**config.mk**
```make
export PLATFORM = sky130hd
export DESIGN_NAME = gsg_ram
export DESIGN_NICKNAME = d
export VERILOG_FILES = /design/src/hdl/gsg_ram.sv
export SDC_FILE = /design/constraint.sdc
export NUM_CORES = 1
export LEC_CHECK = 0
export BUFFER_PORTS_ARGS = -buffer_cell sky130_fd_sc_hd__buf_2
export CORE_MARGIN = 5
export CORE_UTILIZATION = 60
export DETAILED_ROUTE_END_ITERATION = 7
export HOLD_SLACK_MARGIN = 0.06
export PLACE_DENSITY = 0.78
export SYNTH_ARGS = -nofsm -noshare
export SYNTH_HDL_FRONTEND = slang
export SYNTH_SLANG_ARGS = --single-unit
```
**constraint.sdc**
```tcl
create_clock -name clock -period 2 [get_ports clock]
set_input_delay 0.2 -clock clock [delete_from_list [all_inputs] [get_ports clock]]
set_output_delay 0.2 -clock clock [all_outputs]
set_load 0.005 [all_outputs]
```
**src/hdl/gsg_ram.sv**
```systemverilog
// gsg_ram: generic single-write, single-read synchronous ram, registered read
// no dependencies
`default_nettype none

module gsg_ram #(
   parameter int WIDTH = 8,
   parameter int DEPTH = 16
) (
   input  logic                             clock,
   input  logic                             we,
   input  logic [(DEPTH>1?$clog2(DEPTH):1)-1:0] waddr,
   input  logic [WIDTH-1:0]                 wdata,
   input  logic [(DEPTH>1?$clog2(DEPTH):1)-1:0] raddr,
   output logic [WIDTH-1:0]                 rdata
);

   logic [WIDTH-1:0] mem [DEPTH];
   logic [WIDTH-1:0] rdata_ff;

   always_ff @(posedge clock) begin
      if (we) begin
         mem[waddr] <= wdata;
      end
      rdata_ff <= mem[raddr];
   end

   assign rdata = rdata_ff;

endmodule

`default_nettype wire

```
# == Word level (Yosys, flattened, before mapping) ==
# Memories as Yosys holds them, arrays and structs flattened. A register that Yosys moved wholly into a read port is not among the register bits.
# Cells that the tools add are included.
# W data, S select, Z words.
# totals
regBits,0
ram_bits,128
input_bits,18
output_inout_bits,8
elab_cells,3
memories,1
# mem_list
memory,words,width,read_ports,rd_ports_with_merged_regs,wr,line,rtl
mem,16,8,1,1,1,17,logic [WIDTH-1:0] mem [DEPTH];
# classes
n_mux,2
# op_table
operator,n
$mux W1,2

# == Longest topological paths before layout ==
# logic_depth
ltp_word,2
mapped_depth,5
ltp_nobuf,3

# == Least setup slack after synthesis ==
# OpenSTA, ideal clock, no wires.
# synth_timing
kind,input to register
startpoint,input waddr[2] in the netlist's numbering
endpoint,"memory mem[0][0], enable pin"
setup_ns,0.383
t_arrival_ns,1.310
t_required_ns,1.617
path_slack_ns,0.307
stages,2
path_buffers,0
cell_sequence,or3b_2 -> nor3_1
# synth_lines
element,line,rtl
start: declaration,11,"input logic [(DEPTH>1?$clog2(DEPTH):1)-1:0] waddr,"
end: declaration,17,
# No word-level cell before the write port.

==> flow_metrics.env <==
export IMPL_status="complete, no violations"
export IMPL_worstPathCellList="mux4_2 -> a22oi_1 -> nand2_1"
export IMPL_rows=33
export IMPL_slew_violations=0
export IMPL_hold_class="in -> reg"
export IMPL_synthTopCellsByArea="edfxtp_1 75%, mux4_2 7.9%, mux4_1 7.1%"
export IMPL_syn_avg_cell_area_um2=22.5
export IMPL_skew_ns=0.00678
export IMPL_synth_top_area_share_pct=74.7
export IMPL_worstHoldStart="wdata[6]"
export IMPL_postSynthCellCount=229
export IMPL_drc=0
export IMPL_fp_dieW_um=103
export IMPL_cp_max_fo=1
export IMPL_ctsResizeCount=0
export IMPL_layout_area_seq_um2=4000
export IMPL_drive_above_1_share_pct=31.9
export IMPL_fin_nets=306
export IMPL_layout_common_cells="128 x edfxtp_1, 25 x buf_2, 21 x buf_4, 18 x mux4_2"
export IMPL_max_slew_margin_pct=72.4
export IMPL_start_util_pct=62.0
export IMPL_fmax_mhz=729
export IMPL_wl_met3_um=659
export IMPL_areaGrowthSynthToFinish_pct=19.3
export IMPL_required_ns=2.38
export IMPL_antenna_found_initial=0
export IMPL_worst_pin_slew_ns=0.414
export IMPL_die_h_um=103
export IMPL_crit_buf_inv=0
export IMPL_finalSetupTns_ns=0
export IMPL_hpwl_um=5830
export IMPL_regToRegEndpoint="rdata[7]"
export IMPL_path_clk_slew_ns=0.06
export IMPL_fillers=473
export IMPL_synth_nets=247
export IMPL_synth_seq_cells=136
export IMPL_period_needed_ns=1.37
export IMPL_drt_met1_wl_um=3780
export IMPL_cp_start_kind="register"
export IMPL_track_usage_pct=19.9
export IMPL_dr_pass1_iters=4
export IMPL_r2r_start="mem[11][7]"
export IMPL_hold_violations=0
export IMPL_viasPerCell=6.04
export IMPL_wl_met2_um=4840
export IMPL_n_antenna_cell=0
export IMPL_clkSinkCount=136
export IMPL_dpl_cell_area_um2=5500
export IMPL_maxUsedRoutingLayer="met4"
export IMPL_multi_input_area_um2=1060
export IMPL_gp_congestion=0.734
export IMPL_grt_pass1_wl_um=14400
export IMPL_cts_htree_levels=4
export IMPL_core_um2=8300
export IMPL_yosysWarnings=0
export IMPL_power_density_nw_per_um2=1090
export IMPL_overflow=0
export IMPL_cts_path_max_buffers=2
export IMPL_yosysSeqAreaShare_pct=77.8
export IMPL_drt_wirelength_per_cell_um=23.0
export IMPL_fin_area_um2=6140
export IMPL_maxCapViolations=0
export IMPL_crit_path_end_kind="register"
export IMPL_critical_path_class="reg -> reg"
export IMPL_max_stage_delay_ns=0.49
export IMPL_grt_pass1_vias=2483
export IMPL_ant_nets=0
export IMPL_vias=2452
export IMPL_critical_path_depth=3
export IMPL_synth_area_leader_cell="edfxtp_1"
export IMPL_clk_latency_ns=0.51
export IMPL_wl_um=9320
export IMPL_io_pins=26
export IMPL_setup_viol=0
export IMPL_dieArea_um2=10500
export IMPL_reg2regPathDepth=3
export IMPL_cts_root_buf="clkbuf_8"
export IMPL_p_leak_nw=2.12
export IMPL_crit_family="multiplexers"
export IMPL_post_route_period_util_pct=68.6
export IMPL_ir_drop_mv=0.600
export IMPL_drt_initial_drc_count=198
export IMPL_min_to="mem[5][6]"
export IMPL_critical_path_arrival_ns=1.75
export IMPL_whs_path_depth=1
export IMPL_cts_tree="built"
export IMPL_netlist_area_um2=5150
export IMPL_rsz0062_at_grt="false"
export IMPL_io_buffers=25
export IMPL_synth_cell_types=19
export IMPL_cts_made_buffers=17
export IMPL_grt_max_degree=33
export IMPL_ff2ff_setup_slack_ns=0.63
export IMPL_slowest_stage="mux4_2"
export IMPL_final_common_cell="edfxtp_1"
## timing repair
item | 4_1_cts | 5_1_grt
setup buffers | 0 | 0
endpoints found under the hold margin | 33 | 0
hold buffers | 3 | 0
## worst max path at each step
stage	start	to	slack [ns]
2_1_floorplan	waddr[2]	mem[0][0]	0.31
3_3_place_gp	raddr[0]	rdata[1]	0.33
3_5_place_dp	raddr[0]	rdata[1]	0.33
4_1_cts	mem[1][3]	rdata[3]	0.63
5_1_grt	mem[1][3]	rdata[3]	0.53
6_report	mem[11][7]	rdata[7]	0.63
## worst register-to-register path: cells and delay by family (launching register included)
kind / cells / cell delay (ns)
and+or+nand+nor: 1 / 0.11
AOI/OAI and AO/OA: 1 / 0.25
muxes: 1 / 0.49
DFF: 1 / 0.38
## logic make-up after synthesis
logic type             synth area share, %
DFF                                   77.8
and+or+nand+nor                       3.18
muxes                                 15.0
AOI/OAI and AO/OA                     2.33
buffers and inverters                 1.68
## flip-flops by register name, indices dropped and copies added (netlist names)
| name | flops |
|---|---|
| mem | 128 |
| rdata | 8 |
## Yosys cell counts
| library cell | number |
|---|---|
| a22oi_1 | 16 |
| and2_1 | 1 |
| and2b_1 | 1 |
| buf_2 | 3 |
| buf_4 | 1 |
| buf_6 | 3 |
| clkdlybuf4s25_2 | 3 |
| dfxtp_1 | 8 |
| edfxtp_1 | 128 |
| mux4_1 | 14 |
| mux4_2 | 18 |
| nand2_1 | 9 |
| nand2b_1 | 2 |
| nand3_1 | 1 |
| nand3b_1 | 2 |
| nor2_1 | 13 |
| nor2b_1 | 1 |
| nor3_1 | 4 |
| or3b_2 | 1 |
## cell type report
cell class                 count  share of cell area [%]
sequential                   136                    65.2
multi-input combinational     83                    17.2
clock buffer                  19                    6.87
timing repair buffer          50                    5.42
clock inverter                13                    3.14
tap                          105                    2.14
## power breakdown
group,switching [W],internal [W]
Sequential,0.0000183,0.00319
Combinational,0.000161,0.000132
Clock,0.00117,0.00204
Total,0.00134,0.00536
## per-layer routing
layer  track usage, %  up-vias
met3             6.16        4
li1                 -     1091
met5                0        -
met1             27.6     1261
met2             31.3       96
met4             5.35        0
## through the flow
| step | instances | setup slack (ns) | util, % | hold WS [ns] | power [W] |
|---|---|---|---|---|---|
| after global placement | 371 | 0.327 | 66.2 | 0.580 | 0.00354 |
| after floorplan | 229 | 0.307 | - | 0.299 | 0.00342 |
| after detailed placement | 371 | 0.330 | 66.2 | 0.581 | 0.00355 |
| after CTS | 406 | 0.629 | 74.0 | 0.0607 | 0.00674 |
| after global routing | 406 | 0.531 | 74.0 | 0.0658 | 0.00692 |
| final | 406 | 0.628 | 74.0 | 0.0778 | 0.00671 |
Note: power is estimated with default switching activity, not from simulation.
