$ cat src/hdl/gsg_pkg.sv
// gsg_pkg: shared types, codes and the gaussian weight table for the splat grid
// used by the channel interfaces, the divider and the grid module of the block
`default_nettype none

package gsg_pkg;

   localparam int OP_W       = 2;
   localparam int CSR_ADDR_W = 3;
   localparam int CSR_DATA_W = 32;
   localparam int TEMP_W     = 16;
   localparam int CONF_W     = 16;
   localparam int COUNT_W    = 10;
   localparam int WORD_W     = 1 + TEMP_W + CONF_W;
   localparam int ROM_LEN    = 2048;
   localparam int ROM_IDX_W  = $clog2(ROM_LEN);
   localparam int WEIGHT_W   = 16;
   localparam int MIN_WEIGHT = 66;
   localparam int CONF_MAX   = 40960;
   localparam int DIV_W      = 32;
   localparam int DEN_W      = 16;

   typedef enum logic [OP_W-1:0] {
      OP_UPDATE = 2'd0,
      OP_READ   = 2'd1,
      OP_CLEAR  = 2'd2,
      OP_NOP    = 2'd3
   } op_type;

   typedef enum logic [CSR_ADDR_W-1:0] {
      CSR_ORIGIN_X  = 3'd0,
      CSR_ORIGIN_Y  = 3'd1,
      CSR_CELL_SIZE = 3'd2,
      CSR_GRID_COLS = 3'd3,
      CSR_GRID_ROWS = 3'd4,
      CSR_RADIUS    = 3'd5,
      CSR_ALPHA     = 3'd6,
      CSR_FALLOFF   = 3'd7
   } csr_addr_type;

   typedef struct packed {
      logic                      in_grid;
      logic                      cell_visited;
      logic signed [TEMP_W-1:0]  cell_temp;
      logic [CONF_W-1:0]         cell_conf;
      logic [COUNT_W-1:0]        cells_updated;
   } rsp_type;

   // one store entry: visited flag, temperature, confidence
   typedef struct packed {
      logic                      visited;
      logic signed [TEMP_W-1:0]  temp;
      logic [CONF_W-1:0]         conf;
   } word_type;

   typedef logic [WEIGHT_W-1:0] rom_type [ROM_LEN];

   // exp(-p/256) in q0.16, built at elaboration from a q0.32 step factor
   function automatic rom_type build_rom();
      logic [63:0] t;
      logic [63:0] s;
      logic [95:0] c;
      logic [95:0] e;
      logic [95:0] w;
      rom_type     rom;
      t = 64'd1 << 62;
      s = t;
      for (int n = 1; n <= 10; n++) begin
         t = t / 64'(256 * n);
         if ((n % 2) == 1) begin
            s = s - t;
         end else begin
            s = s + t;
         end
      end
      c = 96'((s + (64'd1 << 29)) >> 30);
      e = 96'd1 << 32;
      for (int p = 0; p < ROM_LEN; p++) begin
         w = (e + 96'd32768) >> 16;
         rom[p] = (w > 96'd65535) ? 16'hFFFF : w[WEIGHT_W-1:0];
         e = (e * c + (96'd1 << 31)) >> 32;
      end
      return rom;
   endfunction

   localparam rom_type WEIGHT_ROM = build_rom();

endpackage

`default_nettype wire

$ cat src/hdl/gsg_div.sv
// gsg_div: radix-2 restoring divider, 32-bit unsigned by 16-bit, one bit per cycle
// depends on gsg_pkg for widths
`default_nettype none

module gsg_div import gsg_pkg::*; (
   input  logic             clock,
   input  logic             reset,
   input  logic             start,
   input  logic [DIV_W-1:0] num,
   input  logic [DEN_W-1:0] den,
   output logic             done,
   output logic [DIV_W-1:0] quot
);

   localparam int CNT_W = $clog2(DIV_W);

   logic             run_ff, run_in;
   logic             done_ff, done_in;
   logic [CNT_W-1:0] cnt_ff, cnt_in;
   logic [DEN_W-1:0] rem_ff, rem_in;
   logic [DIV_W-1:0] quo_ff, quo_in;
   logic [DEN_W-1:0] den_ff, den_in;
   logic [DEN_W:0]   shifted;
   logic             fits;

   always_comb begin
      shifted = {rem_ff, quo_ff[DIV_W-1]};
      fits    = shifted >= {1'b0, den_ff};
      run_in  = run_ff;
      done_in = 1'b0;
      cnt_in  = cnt_ff;
      rem_in  = rem_ff;
      quo_in  = quo_ff;
      den_in  = den_ff;
      if (start) begin
         run_in = 1'b1;
         cnt_in = '0;
         rem_in = '0;
         quo_in = num;
         // zero cell size acts as one
         den_in = (den == '0) ? DEN_W'(1) : den;
      end else if (run_ff) begin
         rem_in = fits ? DEN_W'(shifted - {1'b0, den_ff}) : shifted[DEN_W-1:0];
         quo_in = {quo_ff[DIV_W-2:0], fits};
         cnt_in = cnt_ff + CNT_W'(1);
         if (cnt_ff == CNT_W'(DIV_W - 1)) begin
            run_in  = 1'b0;
            done_in = 1'b1;
         end
      end
   end

   always_ff @(posedge clock) begin
      if (reset) begin
         run_ff  <= 1'b0;
         done_ff <= 1'b0;
         cnt_ff  <= '0;
      end else begin
         run_ff  <= run_in;
         done_ff <= done_in;
         cnt_ff  <= cnt_in;
      end
      rem_ff <= rem_in;
      quo_ff <= quo_in;
      den_ff <= den_in;
   end

   assign done = done_ff;
   assign quot = quo_ff;

endmodule

`default_nettype wire

$ cat config.mk
export PLATFORM = sky130hd
export DESIGN_NAME = gsg_div
export DESIGN_NICKNAME = d
export VERILOG_FILES = /design/src/hdl/gsg_pkg.sv /design/src/hdl/gsg_div.sv
export SDC_FILE = /design/constraint.sdc
export NUM_CORES = 1
export LEC_CHECK = 0
export ABC_AREA = 1
export BUFFER_PORTS_ARGS = -buffer_cell sky130_fd_sc_hd__buf_2
export CORE_MARGIN = 8
export CORE_UTILIZATION = 50
export DETAILED_ROUTE_END_ITERATION = 6
export PLACE_DENSITY = 0.74
export SKIP_CTS_REPAIR_TIMING = 1
export SLEW_MARGIN = 0
export SYNTH_ARGS = -nofsm -noshare
export SYNTH_HDL_FRONTEND = slang
export SYNTH_SLANG_ARGS = --single-unit
$ cat constraint.sdc
create_clock -name clock -period 4.35 [get_ports clock]
set_input_delay 0.6525 -clock clock [delete_from_list [all_inputs] [get_ports clock]]
set_output_delay 0.6525 -clock clock [all_outputs]
set_load 0.02 [all_outputs]
# ---- Yosys cells after proc, flatten, opt, wreduce, memory -nomap -nowiden
# Cells that the tools add are included.
dict set report totals {
  reg_bits 71
  input_bits 51
  output_inout_bits 33
  wordCells 22
}
dict set report op_classes {
  add_sub_neg 2
  n_lt_le_gt_ge 1
  n_eq_ne 1
  n_mux 7
  bitwise 1
  n_reduce_logical 4
}
# op n
set ops {}
lappend ops {{$mux 32} 2}
lappend ops {{$ge 17x16->1} 1}
lappend ops {{$logic_not 16->1} 1}
lappend ops {{$mux 16} 1}
lappend ops {{$sub 16x16->16} 1}
lappend ops {{$add 5x1->5 const B} 1}
lappend ops {{$eq 5x5->1 const B} 1}
lappend ops {{$mux 1} 4}
lappend ops {{$reduce_or 3->1} 1}
lappend ops {{$reduce_bool 2->1} 1}
lappend ops {{$reduce_or 2->1} 1}
lappend ops {{$not 1->1} 1}

# ---- Longest topological paths before layout
dict set report depth {
  depth_word 4
  depth_mapped 14
  mapped_depth_nobuf 14
}

# ---- Least setup slack after synthesis
# No wires, ideal clock.
dict set report synth_timing {
  path_kind {input to register}
  startpoint {input port start}
  endpoint {register quo_ff[0], in the netlist quot[0], enable pin}
  setup_time_ns 0.391
  t_arrival_ns 1.673
  required_time_ns 3.959
  setup_slack_ns 2.285
  cell_stages 3
  n_path_buf 1
  path_cell_list {clkbuf_1 nor2_1 inv_1}
}
dict set report synth_between {
  elab_chain_len 1
}
# element line_no
set synth_rtl {}
lappend synth_rtl {{start, declared} gsg_div.sv:8} ;# input logic start,
lappend synth_rtl {{$reduce_bool 2->1 (no source line)} -}
lappend synth_rtl {{end signal, assigned} gsg_div.sv:64} ;# quo_ff <= quo_in;
lappend synth_rtl {{end, declared} gsg_div.sv:21} ;# logic [DIV_W-1:0] quo_ff, quo_in;
# Every way passes these cells.
# A chain may end at the register's enable or synchronous reset.

# ---- Worst setup path in the final report
dict set report layout_timing {
  startpoint {input port start}
  endpoint {register quo_ff[31], in the netlist quot[31], enable pin}
}
# The elaborated chain is that of the path after synthesis.

==> metrics.md <==
| Metric | Value |
|---|---|
| Maximum resistive drop on vdd | 0.000265 V |
| Final weighted congestion in routability-driven placement | 0.891 |
| Yosys Warn Count | 0 |
| Post-route minimum period | 2.38 ns |
| WP data required | 4.33 ns |
| Portion of total power attributed to the clock network | 0.366 |
| Post-layout util | 0.590 |
| Summed negative setup slack over all endpoints | 0 ns |
| Async S/R FF share, synth | 0 |
| Most instantiated library cell after synthesis | sky130_fd_sc_hd__nand2_1 |
| Clock tree root driver cell | sky130_fd_sc_hd__clkbuf_8 |
| Number of antenna cells inserted | 0 |
| Clock skew after layout | 0.00769 ns |
| Overflow left after global routing | 0 |
| Prevailing post-synth register cell | sky130_fd_sc_hd__edfxtp_1 |
| Worst Path Class, Setup | in2reg |
| Total global-route track usage | 0.169 |
| Number of buffers added on ports | 83 |
| Die outline height | 107 um |
| Std cell rows | 33 |
| Fraction of final layout cells sized beyond drive strength 1 | 0.203 |
| Clk slew on worst S/H paths | 0.07 ns |
| Cell leakage power | 0.00250 uW |
| Starting density of the core | 0.509 |
| Initial antenna violation count | 0 |
| Highest net fanout along the worst path | 51 |
| Routed vias | 3488 |
| Via count normalized by instance count | 4.91 |
| Clock latency reported for the late side of the worst-skew pair | 0.34 ns |
| Post-synth cell types | 39 |
| Filler cells | 711 |
| Net Sw Frac | 0.253 |
| Sequential area share after synthesis | 0.460 |
| Drt wl/cell | 13.2 um |
| Seq. cell area | 1900 um^2 |
| Maximum clock frequency | 0.420 GHz |
| Class of the tightest hold or removal check | reg2reg |
| Number of detailed-routing iterations run before antenna repair | 5 |
| Mean post-synth cell area | 7.76 um^2 |
| Sort of element at the start of the critical path | input pin |
| Placeable Area | 8130 um^2 |
| Buffers from clock root to sink, at most | 2 |
| Via count of the first global-routing pass | 3541 |
| Library cell with the largest summed area after synthesis | sky130_fd_sc_hd__edfxtp_1 |
| Post-detailed-placement half-perimeter wirelength | 7150 um |
| Detailed Route WL | 9400 um |
| Area fraction of the dominant cell type after synthesis | 0.348 |
| Power density of the placed cells | 345 nW/um^2 |
| Portion of total power attributed to combinational logic | 0.150 |
| Residual DRC | 0 |
| Number of storage elements in the synthesis netlist | 71 |
| Max Slew Vio Count | 0 |
| Flop pwr share | 0.483 |
| Gate count after technology mapping | 533 |
| Die outline width | 107 um |
| RSZ-0062 raised after global routing | false |
| Global-route wire length before repair | 15900 um |
| Transition at the pin with the smallest max-transition slack | 1.18 ns |
| Count of max-cap constraint violations | 0 |
| Number of buffers created by CTS | 9 |
| EDFF count, synth | 48 |
| Iter 0 DRT Violations | 185 |
| Clock tree from TritonCTS | done |
| Relative area change from synthesis to final layout | 16.0% |
| Power spent charging and discharging nets | 419 uW |
| Critical Path AT | 2.36 ns |
| Syn nets | 603 |
| Run status | finished clean |
| Cell area after synthesis | 4140 um^2 |
| Area of combinational cells with multiple inputs | 1830 um^2 |
| Period Utilization, post-route | 0.548 |
| List of most frequent post-synthesis cells | 214 x sky130_fd_sc_hd__nand2_1, 69 x sky130_fd_sc_hd__inv_1, 48 x sky130_fd_sc_hd__edfxtp_1 |
| Top Ports | 84 |
| Final-report hold violation count | 0 |
| Die area | 11400 um^2 |
| Slew headroom | 0.208 |
| Internal Power | 1240 uW |
| Setup violators final | 0 |
| Maximum number of pins on one net before global-route repair | 52 |
| Crit. End Element | flip-flop |
| Number of sinks handled by clock tree synthesis | 71 |
| Synth top area cells | sky130_fd_sc_hd__edfxtp_1 35%, sky130_fd_sc_hd__nand2_1 19%, sky130_fd_sc_hd__dfxtp_1 11% |
| Post-layout net count | 671 |
| CTS HTree Levels | 3 |
| Routed Antenna Nets | 0 |
## metrics by stage
stage	hold WS, ns	area [um^2]	power [uW]	setup slack [ns]	std cells
6_report	0.440	4800	1660	1.97	711
5_1_grt	0.459	4800	1720	1.86	711
4_1_cts	0.442	4800	1670	1.95	711
3_5_place_dp	0.432	4560	1060	1.59	695
3_3_place_gp	0.428	4560	1060	1.66	695
2_1_floorplan	0.414	4140	973	2.29	533
## final timing paths
path | from | end | slack, ns | depth (start not counted)
max | start | quot[31] | 1.97 | 4
min | cnt_ff[3] | cnt_ff[3] | 0.44 | 1
max reg2reg | quot[31] | rem_ff[14] | 2.18 | 11
min reg2reg | cnt_ff[3] | cnt_ff[3] | 0.44 | 1
## cells in the final DEF (no fill, tap or decap), drive strengths merged, types with 5 or more instances in the layout
| cell | count |
|---|---|
| a21oi | 14 |
| buf | 85 |
| clkbuf | 14 |
| dfxtp | 23 |
| edfxtp | 48 |
| ha | 18 |
| inv | 72 |
| nand2 | 222 |
| nand3 | 39 |
| nand3b | 7 |
| nor2 | 23 |
| nor3 | 5 |
| o21ai | 12 |
## critical path: stages
cell and delay [ns]:
sky130_fd_sc_hd__buf_2 0.70, sky130_fd_sc_hd__nor2_1 0.41, sky130_fd_sc_hd__inv_1 0.13, sky130_fd_sc_hd__buf_4 0.44
## power groups by stage
stage / logic [uW] / clock network, uW / registers (uW)
after floorplan: 125 / 0 / 849
after global placement: 245 / 0 / 814
after detailed placement: 250 / 0 / 813
after CTS: 250 / 616 / 800
after global routing: 276 / 641 / 805
final: 249 / 606 / 800
## final cells by class
cell class | count | area share
sequential | 71 | 0.396
multi-input combinational | 361 | 0.381
timing repair buffer | 85 | 0.0897
inverter | 73 | 0.0571
clock buffer | 14 | 0.0362
tap | 105 | 0.0274
clock inverter | 2 | 0.0125
## sequential cells by signal, indices dropped and copies added (netlist names)
register and flops:
quot 32, den_ff 16, rem_ff 16, cnt_ff 5
done 1, run_ff 1
## kinds of logic after synthesis
group                    share of synthesized area
AO/OA/AOI/OAI                               0.0436
XOR/XNOR                                    0.0127
adder cells (fa/ha/maj)                     0.0593
buffers and inverters                       0.0986
flip-flops                                   0.460
AND/OR/NAND/NOR                              0.326
## routing by layer
layer	routed length [um]	global-route usage	up-vias
met3	489	0.0462	8
li1	-	-	1815
met1	4320	0.212	1568
met2	4510	0.280	97
met4	82	0.0472	0
met5	0	0	-
No activity file was read; power rests on OpenSTA's default activity.
